File: src/hw/rtl/psm_pkg.sv
`default_nettype none

package psm_pkg;

  localparam int SIG_COUNT   = 9;
  localparam int SIG_MAX_LEN = 20;
  localparam int COUNT_W     = 11;
  localparam int ALERT_W     = 3;
  localparam int PORT_W      = 16;

  localparam logic [COUNT_W-1:0] COUNT_MAX = 11'd2047;

  localparam logic [COUNT_W-1:0] SCAN_LIMIT_RST = 11'd1000;
  localparam logic [COUNT_W-1:0] MIN_LENGTH_RST = 11'd54;

  // register indexes
  localparam logic REG_SCAN_LIMIT = 1'b0;
  localparam logic REG_MIN_LENGTH = 1'b1;

  // alert codes
  localparam logic [ALERT_W-1:0] ALERT_NONE   = 3'd0;
  localparam logic [ALERT_W-1:0] ALERT_SQL    = 3'd1;
  localparam logic [ALERT_W-1:0] ALERT_SCRIPT = 3'd2;
  localparam logic [ALERT_W-1:0] ALERT_SHELL  = 3'd3;
  localparam logic [ALERT_W-1:0] ALERT_CRED   = 3'd4;

  // signature groups in the found vector
  localparam logic [SIG_COUNT-1:0] GRP_SQL    = 9'h007;
  localparam logic [SIG_COUNT-1:0] GRP_SCRIPT = 9'h018;
  localparam logic [SIG_COUNT-1:0] GRP_SHELL  = 9'h060;
  localparam logic [SIG_COUNT-1:0] GRP_CRED   = 9'h180;

  localparam logic [PORT_W-1:0] PORT_HTTP     = 16'd80;
  localparam logic [PORT_W-1:0] PORT_HTTP_ALT = 16'd8080;
  localparam logic [PORT_W-1:0] PORT_FTP      = 16'd21;

  typedef struct packed {
    logic [SIG_COUNT-1:0] found;
    logic [COUNT_W-1:0]   count;
    logic [PORT_W-1:0]    port;
  } psm_frame_t;

  // Signature text, lower case, right-justified: bits [7:0] hold the last char.
  function automatic logic [SIG_MAX_LEN*8-1:0] sig_text(input int idx);
    logic [SIG_MAX_LEN*8-1:0] t;
    case (idx)
      0:       t = "union select";
      1:       t = "' or '1'='1";
      2:       t = "drop table";
      3:       t = "<script>";
      4:       t = "javascript:";
      5:       t = "cmd.exe";
      6:       t = "/bin/sh";
      7:       t = "password=";
      8:       t = "authorization: basic";
      default: t = '0;
    endcase
    return t;
  endfunction

  function automatic logic [4:0] sig_len(input int idx);
    logic [4:0] n;
    case (idx)
      0:       n = 5'd12;
      1:       n = 5'd11;
      2:       n = 5'd10;
      3:       n = 5'd8;
      4:       n = 5'd11;
      5:       n = 5'd7;
      6:       n = 5'd7;
      7:       n = 5'd9;
      8:       n = 5'd20;
      default: n = 5'd0;
    endcase
    return n;
  endfunction

endpackage

`default_nettype wire

File: src/hw/rtl/psm_window.sv
`default_nettype none

module psm_window #(
  parameter int WINDOW_BYTES = 20
) (
  input  wire logic                           clk,
  input  wire logic                           step,
  input  wire logic [7:0]                     cur_byte,
  output logic      [psm_pkg::SIG_COUNT-1:0]  hit
);

  localparam int CMP_LEN = (WINDOW_BYTES < psm_pkg::SIG_MAX_LEN) ?
                           WINDOW_BYTES : psm_pkg::SIG_MAX_LEN;

  // win_r[0] is the most recent byte before cur_byte
  logic [7:0] win_r [WINDOW_BYTES-1];

  always_ff @(posedge clk) begin
    if (step) begin
      win_r[0] <= cur_byte;
      for (int j = 1; j < WINDOW_BYTES - 1; j++) begin
        win_r[j] <= win_r[j-1];
      end
    end
  end

  for (genvar i = 0; i < psm_pkg::SIG_COUNT; i++) begin : g_sig
    localparam logic [psm_pkg::SIG_MAX_LEN*8-1:0] TXT = psm_pkg::sig_text(i);
    localparam int LEN = int'(psm_pkg::sig_len(i));
    if (LEN <= WINDOW_BYTES) begin : g_fit
      always_comb begin
        hit[i] = (cur_byte == TXT[7:0]);
        for (int k = 1; k < CMP_LEN; k++) begin
          if (k < LEN) begin
            hit[i] = hit[i] & (win_r[k-1] == TXT[8*k +: 8]);
          end
        end
      end
    end else begin : g_nofit
      assign hit[i] = 1'b0;
    end
  end

endmodule

`default_nettype wire

File: src/hw/rtl/psm_alert.sv
`default_nettype none

module psm_alert (
  input  wire psm_pkg::psm_frame_t                  frame,
  input  wire logic [psm_pkg::COUNT_W-1:0]          min_length,
  output logic      [psm_pkg::ALERT_W-1:0]          alert_code
);

  logic cred_port;

  assign cred_port = (frame.port == psm_pkg::PORT_HTTP) ||
                     (frame.port == psm_pkg::PORT_HTTP_ALT) ||
                     (frame.port == psm_pkg::PORT_FTP);

  always_comb begin
    alert_code = psm_pkg::ALERT_NONE;
    if (frame.count > min_length) begin
      if (|(frame.found & psm_pkg::GRP_SQL)) begin
        alert_code = psm_pkg::ALERT_SQL;
      end else if (|(frame.found & psm_pkg::GRP_SCRIPT)) begin
        alert_code = psm_pkg::ALERT_SCRIPT;
      end else if (|(frame.found & psm_pkg::GRP_SHELL)) begin
        alert_code = psm_pkg::ALERT_SHELL;
      end else if (cred_port && |(frame.found & psm_pkg::GRP_CRED)) begin
        alert_code = psm_pkg::ALERT_CRED;
      end
    end
  end

endmodule

`default_nettype wire

File: src/hw/rtl/payload_signature_matcher_unit.sv
`default_nettype none

// Payload signature matcher. Takes a frame one byte per beat and flags nine
// case-insensitive text signatures that lie wholly within the first
// scan_limit bytes of the frame. On the final byte one alert_code beat is
// produced (0 none, 1 SQL injection, 2 script injection, 3 remote shell,
// 4 credentials on ports 80/8080/21); the code is 0 unless the frame is
// longer than min_length. Non-final bytes produce no output beat. Throughput
// is one byte per cycle; a final byte goes from the input register, where it
// may stall, into the result register, which then raises out_valid. Input
// ready only drops while a finished result sits unconsumed in the result
// register and the next final byte is already waiting behind it. Configure
// scan_limit (byte 0x0) and min_length (byte 0x4) only while the block is idle.

module payload_signature_matcher_unit #(
  parameter int WINDOW_BYTES = 20
) (
  input  wire logic        clk,
  input  wire logic        rst_n,

  input  wire logic        in_valid,
  output logic             in_ready,
  input  wire logic [7:0]  in_data_byte,
  input  wire logic        in_end_of_frame,
  input  wire logic [15:0] in_dest_port,

  output logic             out_valid,
  input  wire logic        out_ready,
  output logic [2:0]       out_alert_code,

  input  wire logic        cfg_psel,
  input  wire logic        cfg_penable,
  input  wire logic        cfg_pwrite,
  input  wire logic [2:0]  cfg_paddr,
  input  wire logic [31:0] cfg_pwdata,
  output logic [31:0]      cfg_prdata,
  output logic             cfg_pready
);

  localparam int CW = psm_pkg::COUNT_W;
  localparam int NS = psm_pkg::SIG_COUNT;

  // ---------------- configuration registers ----------------
  logic [CW-1:0] scan_limit_r;
  logic [CW-1:0] min_length_r;
  logic          cfg_wr;

  assign cfg_pready = 1'b1;
  assign cfg_wr     = cfg_psel & cfg_penable & cfg_pwrite;

  always_ff @(posedge clk) begin
    if (!rst_n) begin
      scan_limit_r <= psm_pkg::SCAN_LIMIT_RST;
      min_length_r <= psm_pkg::MIN_LENGTH_RST;
    end else if (cfg_wr) begin
      if (cfg_paddr[2] == psm_pkg::REG_SCAN_LIMIT) begin
        scan_limit_r <= cfg_pwdata[CW-1:0];
      end else begin
        min_length_r <= cfg_pwdata[CW-1:0];
      end
    end
  end

  assign cfg_prdata = (cfg_paddr[2] == psm_pkg::REG_MIN_LENGTH) ?
                      {{(32-CW){1'b0}}, min_length_r} :
                      {{(32-CW){1'b0}}, scan_limit_r};

  // ---------------- input register ----------------
  logic        s1_valid_r;
  logic        s1_last_r;
  logic [7:0]  s1_byte_r;
  logic [15:0] s1_port_r;
  logic [7:0]  folded;
  logic        adv;
  logic        step;
  logic        out_valid_r;
  logic [2:0]  out_alert_r;

  // only A..Z fold to lower case
  assign folded = (in_data_byte >= 8'h41 && in_data_byte <= 8'h5A) ?
                  (in_data_byte + 8'd32) : in_data_byte;

  // stage 1 moves unless it holds a final byte and the result slot is full
  assign adv      = !s1_valid_r || !s1_last_r || !out_valid_r || out_ready;
  assign in_ready = adv;
  assign step     = s1_valid_r && adv;

  always_ff @(posedge clk) begin
    if (!rst_n) begin
      s1_valid_r <= 1'b0;
    end else if (adv) begin
      s1_valid_r <= in_valid;
    end
  end

  always_ff @(posedge clk) begin
    if (adv && in_valid) begin
      s1_byte_r <= folded;
      s1_last_r <= in_end_of_frame;
      s1_port_r <= in_dest_port;
    end
  end

  // ---------------- match and frame state ----------------
  logic [NS-1:0] hit;
  logic [NS-1:0] pos_ok;
  logic [NS-1:0] flags_r;
  logic [NS-1:0] flags_nxt;
  logic [CW-1:0] cnt_r;
  logic [CW-1:0] cnt_nxt;
  logic [CW:0]   pos;

  psm_window #(
    .WINDOW_BYTES (WINDOW_BYTES)
  ) u_window (
    .clk      (clk),
    .step     (step),
    .cur_byte (s1_byte_r),
    .hit      (hit)
  );

  assign pos = {1'b0, cnt_r} + {{CW{1'b0}}, 1'b1};

  // a hit counts only if the whole signature sits in this frame and in scan range
  always_comb begin
    for (int i = 0; i < NS; i++) begin
      pos_ok[i] = (pos >= (CW+1)'(psm_pkg::sig_len(i))) && (pos <= {1'b0, scan_limit_r});
    end
  end

  assign flags_nxt = flags_r | (hit & pos_ok);
  assign cnt_nxt   = pos[CW] ? psm_pkg::COUNT_MAX : pos[CW-1:0];

  always_ff @(posedge clk) begin
    if (!rst_n) begin
      flags_r <= '0;
      cnt_r   <= '0;
    end else if (step) begin
      if (s1_last_r) begin
        flags_r <= '0;
        cnt_r   <= '0;
      end else begin
        flags_r <= flags_nxt;
        cnt_r   <= cnt_nxt;
      end
    end
  end

  // ---------------- alert encode and result register ----------------
  psm_pkg::psm_frame_t frame;
  logic [2:0]          alert_code;

  assign frame.found = flags_nxt;
  assign frame.count = cnt_nxt;
  assign frame.port  = s1_port_r;

  psm_alert u_alert (
    .frame      (frame),
    .min_length (min_length_r),
    .alert_code (alert_code)
  );

  always_ff @(posedge clk) begin
    if (!rst_n) begin
      out_valid_r <= 1'b0;
    end else if (step && s1_last_r) begin
      out_valid_r <= 1'b1;
    end else if (out_ready) begin
      out_valid_r <= 1'b0;
    end
  end

  always_ff @(posedge clk) begin
    if (step && s1_last_r) begin
      out_alert_r <= alert_code;
    end
  end

  assign out_valid      = out_valid_r;
  assign out_alert_code = out_alert_r;

  // ---------------- assertions ----------------
  // a result beat only appears right after a final byte was processed
  a_result_from_last: assert property (@(posedge clk) disable iff (!rst_n)
    $rose(out_valid_r) |-> $past(step && s1_last_r))
    else $error("result beat without a final byte");

  // frame state is cleared after the final byte
  a_frame_clear: assert property (@(posedge clk) disable iff (!rst_n)
    (step && s1_last_r) |=> (cnt_r == '0 && flags_r == '0))
    else $error("frame state not cleared after final byte");

  // input stalls only behind a blocked result with a final byte waiting
  a_stall_cause: assert property (@(posedge clk) disable iff (!rst_n)
    !in_ready |-> (out_valid_r && !out_ready && s1_valid_r && s1_last_r))
    else $error("input stalled without cause");

endmodule

`default_nettype wire

File: config.mk
export PLATFORM = sky130hd
export DESIGN_NAME = payload_signature_matcher_unit
export DESIGN_NICKNAME = d
export VERILOG_FILES = /design/src/hw/rtl/psm_pkg.sv /design/src/hw/rtl/psm_window.sv /design/src/hw/rtl/psm_alert.sv /design/src/hw/rtl/payload_signature_matcher_unit.sv
export SDC_FILE = /design/constraint.sdc
export NUM_CORES = 1
export LEC_CHECK = 0
export BUFFER_PORTS_ARGS = -buffer_cell sky130_fd_sc_hd__buf_4
export CAP_MARGIN = 20
export CORE_MARGIN = 2
export CORE_UTILIZATION = 35
export CTS_CLUSTER_DIAMETER = 50
export DETAILED_ROUTE_END_ITERATION = 10
export PLACE_DENSITY = 0.59
export SLEW_MARGIN = 30
export SYNTH_ARGS = -nofsm -noshare
export SYNTH_HDL_FRONTEND = slang
export SYNTH_SLANG_ARGS = --single-unit
File: constraint.sdc
create_clock -name clk -period 7.5 [get_ports clk]
set_clock_uncertainty 0.05 [all_clocks]
set_input_delay 0.75 -clock clk [delete_from_list [all_inputs] [get_ports clk]]
set_output_delay 0.75 -clock clk [all_outputs]
set_load 0.1 [all_outputs]
; ---- Yosys cells after proc, flatten, opt, wreduce, memory -nomap -nowiden
; Memories as Yosys holds them, arrays and structs flattened.
; Index checks and enable logic that the tools add are counted.
[totals]
reg_bits = 72
ramBits = 152
out_inout_bits = 38
inputBits = 67
wordCells = 240
memories = 1
[memory_table]
columns = memory, depth, width, rd, rd_clocked_by_memory_dff, write_ports, line
row1 = u_window.win_r, 19, 8, 19, 0, 19, psm_window.sv:16  ; logic [7:0] win_r [WINDOW_BYTES-1];
[op_classes]
reduce_logical = 29
order_cmp = 11
addsub = 2
eq_ne = 80
bitwise_logic = 92
mux = 13
[ops]
columns = operator, count
row1 = "8-bit by 7-bit equality test with 1-bit output, second input constant", 59
row2 = "8-bit by 6-bit equality test with 1-bit output, second input constant", 18
row3 = 1-bit AND, 88
row4 = "12-bit by 4-bit greater-or-equal comparator with 1-bit output, second input constant", 5
row5 = 11-bit two-way mux, 3
row6 = "16-bit by 13-bit equality test with 1-bit output, second input constant", 1
row7 = "16-bit by 5-bit equality test with 1-bit output, second input constant", 1
row8 = "16-bit by 7-bit equality test with 1-bit output, second input constant", 1
row9 = "11-bit by 1-bit adder with 12-bit output, second input constant", 1
row10 = "12-bit by 3-bit greater-or-equal comparator with 1-bit output, second input constant", 1
row11 = "12-bit by 5-bit greater-or-equal comparator with 1-bit output, second input constant", 1
row12 = 12-bit by 11-bit <= comparator with 1-bit output, 1
row13 = 1-bit logical AND, 12
row14 = 11-bit greater-than comparator, 1
row15 = 9-bit AND, 1
row16 = 9-bit two-way mux, 1
row17 = 9-bit bitwise OR, 1
row18 = "8-bit by 6-bit adder with 8-bit output, second input constant", 1
row19 = "8-bit by 7-bit greater-or-equal comparator with 1-bit output, second input constant", 1
row20 = "8-bit by 7-bit <= comparator with 1-bit output, second input constant", 1
row21 = 8-bit two-way mux, 1
row22 = 8-bit OR reduction, 1
row23 = 2-bit OR reduction, 3
row24 = 1-bit logical OR, 5
row25 = 9 further kinds, 18

; ---- Longest topological paths before layout
; An unclocked memory read counts as a cell.
[depth]
ltp_word = 29
depth_mapped = 14
ltp_nobuf = 13

; ---- Hierarchy
; From an unflattened synthesis, not the netlist that was laid out.
[hier_totals]
cells_unflattened = 766
area_unflattened_um2 = 9894.5
[by_module_without_submodules]
columns = module, seq_area_each_um2, area_each_um2, n_inst, cells_per_inst
row1 = psm_window, 4564.4, 5713.0, 1, 307
row2 = payload_signature_matcher_unit, 1721.7, 3761.1, 1, 398
row3 = psm_alert, 0.0, 420.4, 1, 61

; ---- Worst setup path after synthesis
; Ideal clock, no wire load.
[synth_path]
path_kind = register to register
from = register out_valid_r, in the netlist out_valid
to = memory u_window.win_r[0][0], enable pin
setup_time_ns = 0.507
n_path_buf = 1
required_ns = 6.943
slack_ns = 1.662
period_less_slack_ns = 5.838
arrival_ns = 5.281
stages_incl_launch_ff = 6
cell_sequence = dfxtp_1 nor2b_1 nand3_1 nand2_1 clkbuf_1 inv_1
[synth_lines]
columns = item, line
row1 = from (decl), payload_signature_matcher_unit.sv:76  ; logic out_valid_r;
row2 = from (signal assigned), payload_signature_matcher_unit.sv:165  ; out_valid_r <= 1'b0;
row3 = from (signal assigned), payload_signature_matcher_unit.sv:167  ; out_valid_r <= 1'b1;
row4 = from (signal assigned), payload_signature_matcher_unit.sv:169  ; out_valid_r <= 1'b0;
row5 = to (decl), psm_window.sv:16

; ---- Worst setup path in the final report
[layout_path]
from = register cnt_r[0]
to = register out_alert_r[2], in the netlist out_alert_code[2] (data pin)
[layout_via]
elab_chain_cells = 8
elab_cells_between_ends = 25
cone_classes = add/sub: 1 / order compare: 9 / mux: 2 / bitwise: 3 / reduce/logical: 10
[layout_lines]
columns = item, line
row1 = from (decl), payload_signature_matcher_unit.sv:109  ; logic [CW-1:0] cnt_r;
row2 = from (signal assigned), payload_signature_matcher_unit.sv:144  ; cnt_r <= cnt_nxt;
row3 = 11-bit by 1-bit adder with 12-bit output (*), payload_signature_matcher_unit.sv:122  ; assign pos = {1'b0, cnt_r} + {{CW{1'b0}}, 1'b1};
row4 = "12-bit by 4-bit greater-or-equal comparator with 1-bit output, or another cell as far along", payload_signature_matcher_unit.sv:127  ; pos_ok[i] = (pos >= (CW+1)'(psm_pkg::sig_len(i))) && (pos <= {1'b0, scan_limit_r});
row5 = 1-bit logical AND, payload_signature_matcher_unit.sv:127
row6 = 9-bit AND, payload_signature_matcher_unit.sv:131  ; assign flags_nxt = flags_r | (hit & pos_ok);
row7 = 9-bit bitwise OR, payload_signature_matcher_unit.sv:131
row8 = 2-bit OR reduction, psm_alert.sv:24  ; end else if (cred_port && |(frame.found & psm_pkg::GRP_CRED)) begin
row9 = 1-bit logical AND, psm_alert.sv:24
row10 = 3-bit two-way mux, psm_alert.sv:24
row11 = to (signal assigned), payload_signature_matcher_unit.sv:175  ; out_alert_r <= alert_code;
row12 = to (decl), payload_signature_matcher_unit.sv:77  ; logic [2:0] out_alert_r;
; Mark *: on every way between the ends. The rest lies on a longest branch, timed or not.
; A chain may end at the register's enable or synchronous reset.

==> flow_summary.json <==
{
  "layout-drive-gt1-share_pct": 15.16,
  "ant_nets": 0,
  "cp_num_buf_inv": 0,
  "power_density_nw_per_um2": 249.6,
  "path_class": "reg2reg",
  "placement.io_buffers": 59,
  "viasPerCell": 5.115,
  "stdcell_count": 1223,
  "r2r_start": "cnt_r[0]",
  "grt_pass1_vias": 6128,
  "yosys.area.top_type_share_pct": 55.63,
  "setup.worst_path.start_class": "flop",
  "hp-start": "in_dest_port[5]",
  "critPathSlowestCell": "or4_1",
  "final_nets": 924,
  "cts_root_buf": "clkbuf_16",
  "total_leakage_power_uw": 0.003945,
  "pre_cts_slack_ps": 3657,
  "cts_inserted_buffers": 26,
  "cp_cell_sequence": "ha_1 > nand3_1 > nor3_1 > xnor2_1 > ha_1 > a211oi_1 > o21ai_0 > o21ai_1 > a22oi_4 > or4_1 > a211oi_1 > nor4_1 > nor4_2",
  "post_cts_buffers": 0,
  "clk_latency_ps": 520,
  "status": "completed",
  "cts_buffer_depth": 3,
  "syn_avg_cell_area_um2": 12.89,
  "diodes": 0,
  "routed_wl_mm": 21.40,
  "synth_area_leaders": "edfxtp_1, dfxtp_1, ha_1",
  "avgRoutedWirePerCell_um": 17.50,
  "antenna_found_initial": 0,
  "die_w_um": 170.6,
  "drv_slew": 0,
  "seq_area_frac_synth_pct": 64.69,
  "cp-startpoint": "cnt_r[0]",
  "die_area_um2": 29110,
  "slew_headroom_pct": 36.32,
  "hold_buffers": 0,
  "ctsResizeCount": 0,
  "ys.flop_type": "edfxtp_1",
  "rows": 60,
  "nFillCells": 2509,
  "core_um2": 27100,
  "die_y_um": 170.6,
  "max-vdd-ir-drop_mv": 0.1948,
  "hpwl_mm": 15.54,
  "clk_pin_slew_worst_paths_ps": 60,
  "synth_xor_area_share_pct": 0.9014,
  "ys_ff_latch": 224,
  "gp_congestion": 0.9239,
  "multi_input_area_um2": 3183,
  "start_util_pct": 35.85,
  "finalSetupViolCount": 0,
  "drc": 0,
  "endpoint_kind": "flop",
  "pin_count": 105,
  "hold_ws_ps": 352.3,
  "dr.pass1.iters": 5,
  "synth_compound_area_share_pct": 7.584,
  "tns_ps": 0,
  "period_needed_ps": 3929,
  "seqCellArea_um2": 6286,
  "rsz0062_at_grt": "false",
  "yosysMostFrequentCell": "edfxtp_1",
  "synth.area.mux_share_pct": 0.3348,
  "cp_data_required_time_ps": 7800,
  "cts.sinks": 224,
  "synth_top_family_by_area": "simple AND/OR/NAND/NOR gates",
  "hold_viol": 0,
  "cts_tree": "yes",
  "drt_iter0_markers": 452,
  "synth-adder-area-share_pct": 3.348,
  "yosys_warnings": 0,
  "crit_family": "simple AND/OR/NAND/NOR gates",
  "hold_class": "in2reg",
  "grt-ovfl-total": 0,
  "max_freq_mhz": 254.5,
  "synthArstFlopShare_pct": 0,
  "htreeDepth": 1,
  "period_share_pct": 52.39,
  "syn_to_final_growth_pct": 17.27,
  "vias": 6256,
  "worst_slew_pin_slew_ps": 952.8,
  "synth_common_cells": "edfxtp_1, nand2_1, dfxtp_1",
  "synth_edf_count": 180,
  "synth_area_um2": 9717,
  "maxCapViolCount": 0,
  "worst_path_largest_cell_delay_ps": 550,
  "cp_max_fo": 8,
  "dp.cells": 1175,
  "cp.arrival_ps": 4230,
  "synthDistinctLibCells": 66,
  "grt_use_total_pct": 14.82,
  "power.total_uw": 2844,
  "grt_max_degree": 96,
  "setup_slack_ps": 3571,
  "grt_pass1_wl_mm": 33.41,
  "synth-simple-area-share_pct": 19.62,
  "synth_cells": 754,
  "synth_top_area_cell": "edfxtp_1"
}
metal layers:
layer	up-vias	wire length, um	track usage [%]
li1	3011	-	-
met1	3019	9678	20.89
met2	187	9925	23.64
met3	39	1200	2.151
met4	0	597	4.608
met5	-	0	0
cell families (layout without fill, tap and decap cells):
kind of cell | count (synthesis) | after routing
buffers and inverters | 67 | 144
XOR/XNOR | 10 | 10
flip-flops | 224 | 224
AO/OA/AOI/OAI | 104 | 104
multiplexers | 3 | 3
adder cells (fa/ha/maj) | 26 | 26
AND/OR/NAND/NOR | 318 | 318
other | 2 | 22
worst reg2reg max path: stages, from the launching register on:
cell	delay [ps]
dfxtp_1	480
ha_1	260
nand3_1	270
nor3_1	300
xnor2_1	110
ha_1	210
a211oi_1	310
o21ai_0	150
o21ai_1	150
a22oi_4	130
or4_1	550
a211oi_1	410
nor4_1	120
nor4_2	250
layout make-up:
| cell class | instances | area share, % |
|---|---|---|
| clock inverter | 16 | 1.263 |
| clock buffer | 32 | 6.270 |
| inverter | 34 | 1.164 |
| multi-input combinational | 483 | 27.93 |
| timing repair buffer | 62 | 4.118 |
| tap | 372 | 4.085 |
| sequential | 224 | 55.17 |
registers in the layout (all words and copies together), names as in the netlist, 3 cells and up:
name	cells
cnt_r	11
flags_r	9
min_length_r	11
out_alert_code	3
s1_byte_r	8
s1_port_r	16
scan_limit_r	11
u_window.win_r	152
worst paths after layout:
| kind | depth (start not counted) | slack [ps] | end |
|---|---|---|---|
| min | 1 | 350 | s1_port_r[5] |
| max reg2reg | 13 | 3570 | out_alert_code[2] |
| min reg2reg | 0 | 390 | u_window.win_r[9][7] |
| max | 13 | 3570 | out_alert_code[2] |
placed cells by master (no fill, tap or decap), types with 12 or more instances in the layout:
cell type,netlist,layout
nand3_1,19,19
a21oi_1,16,16
o21ai_0,20,19
conb_1,2,22
nor4b_1,14,14
nor3_1,16,16
ha_1,26,26
nand4_1,20,20
inv_1,34,33
nor2_1,38,36
nor4bb_1,14,14
nand2b_1,12,12
dfxtp_1,44,44
nand2_1,78,78
nor2b_1,16,16
nand4b_1,19,19
nor4_1,17,17
a21boi_0,13,13
buf_4,22,61
clkbuf_16,0,27
edfxtp_1,180,180
report_power, final:
part | internal, uW | total, uW | leakage (uW) | switching, uW
logic | 42.1 | 176 | 0.00146 | 134
registers | 1390 | 1430 | 0.00205 | 37.1
clock network | 749 | 1240 | 0.000431 | 488
total | 2190 | 2840 | 0.00395 | 659
per-stage QoR:
step / area [um^2] / utilization, %
3_5_place_dp: 10530 / 38.87
6_report: 11390 / 42.05
3_3_place_gp: 10530 / 38.85
4_1_cts: 11390 / 42.04
5_1_grt: 11390 / 42.05
2_1_floorplan: 9792 / -
(Power assumes the default switching activity.)
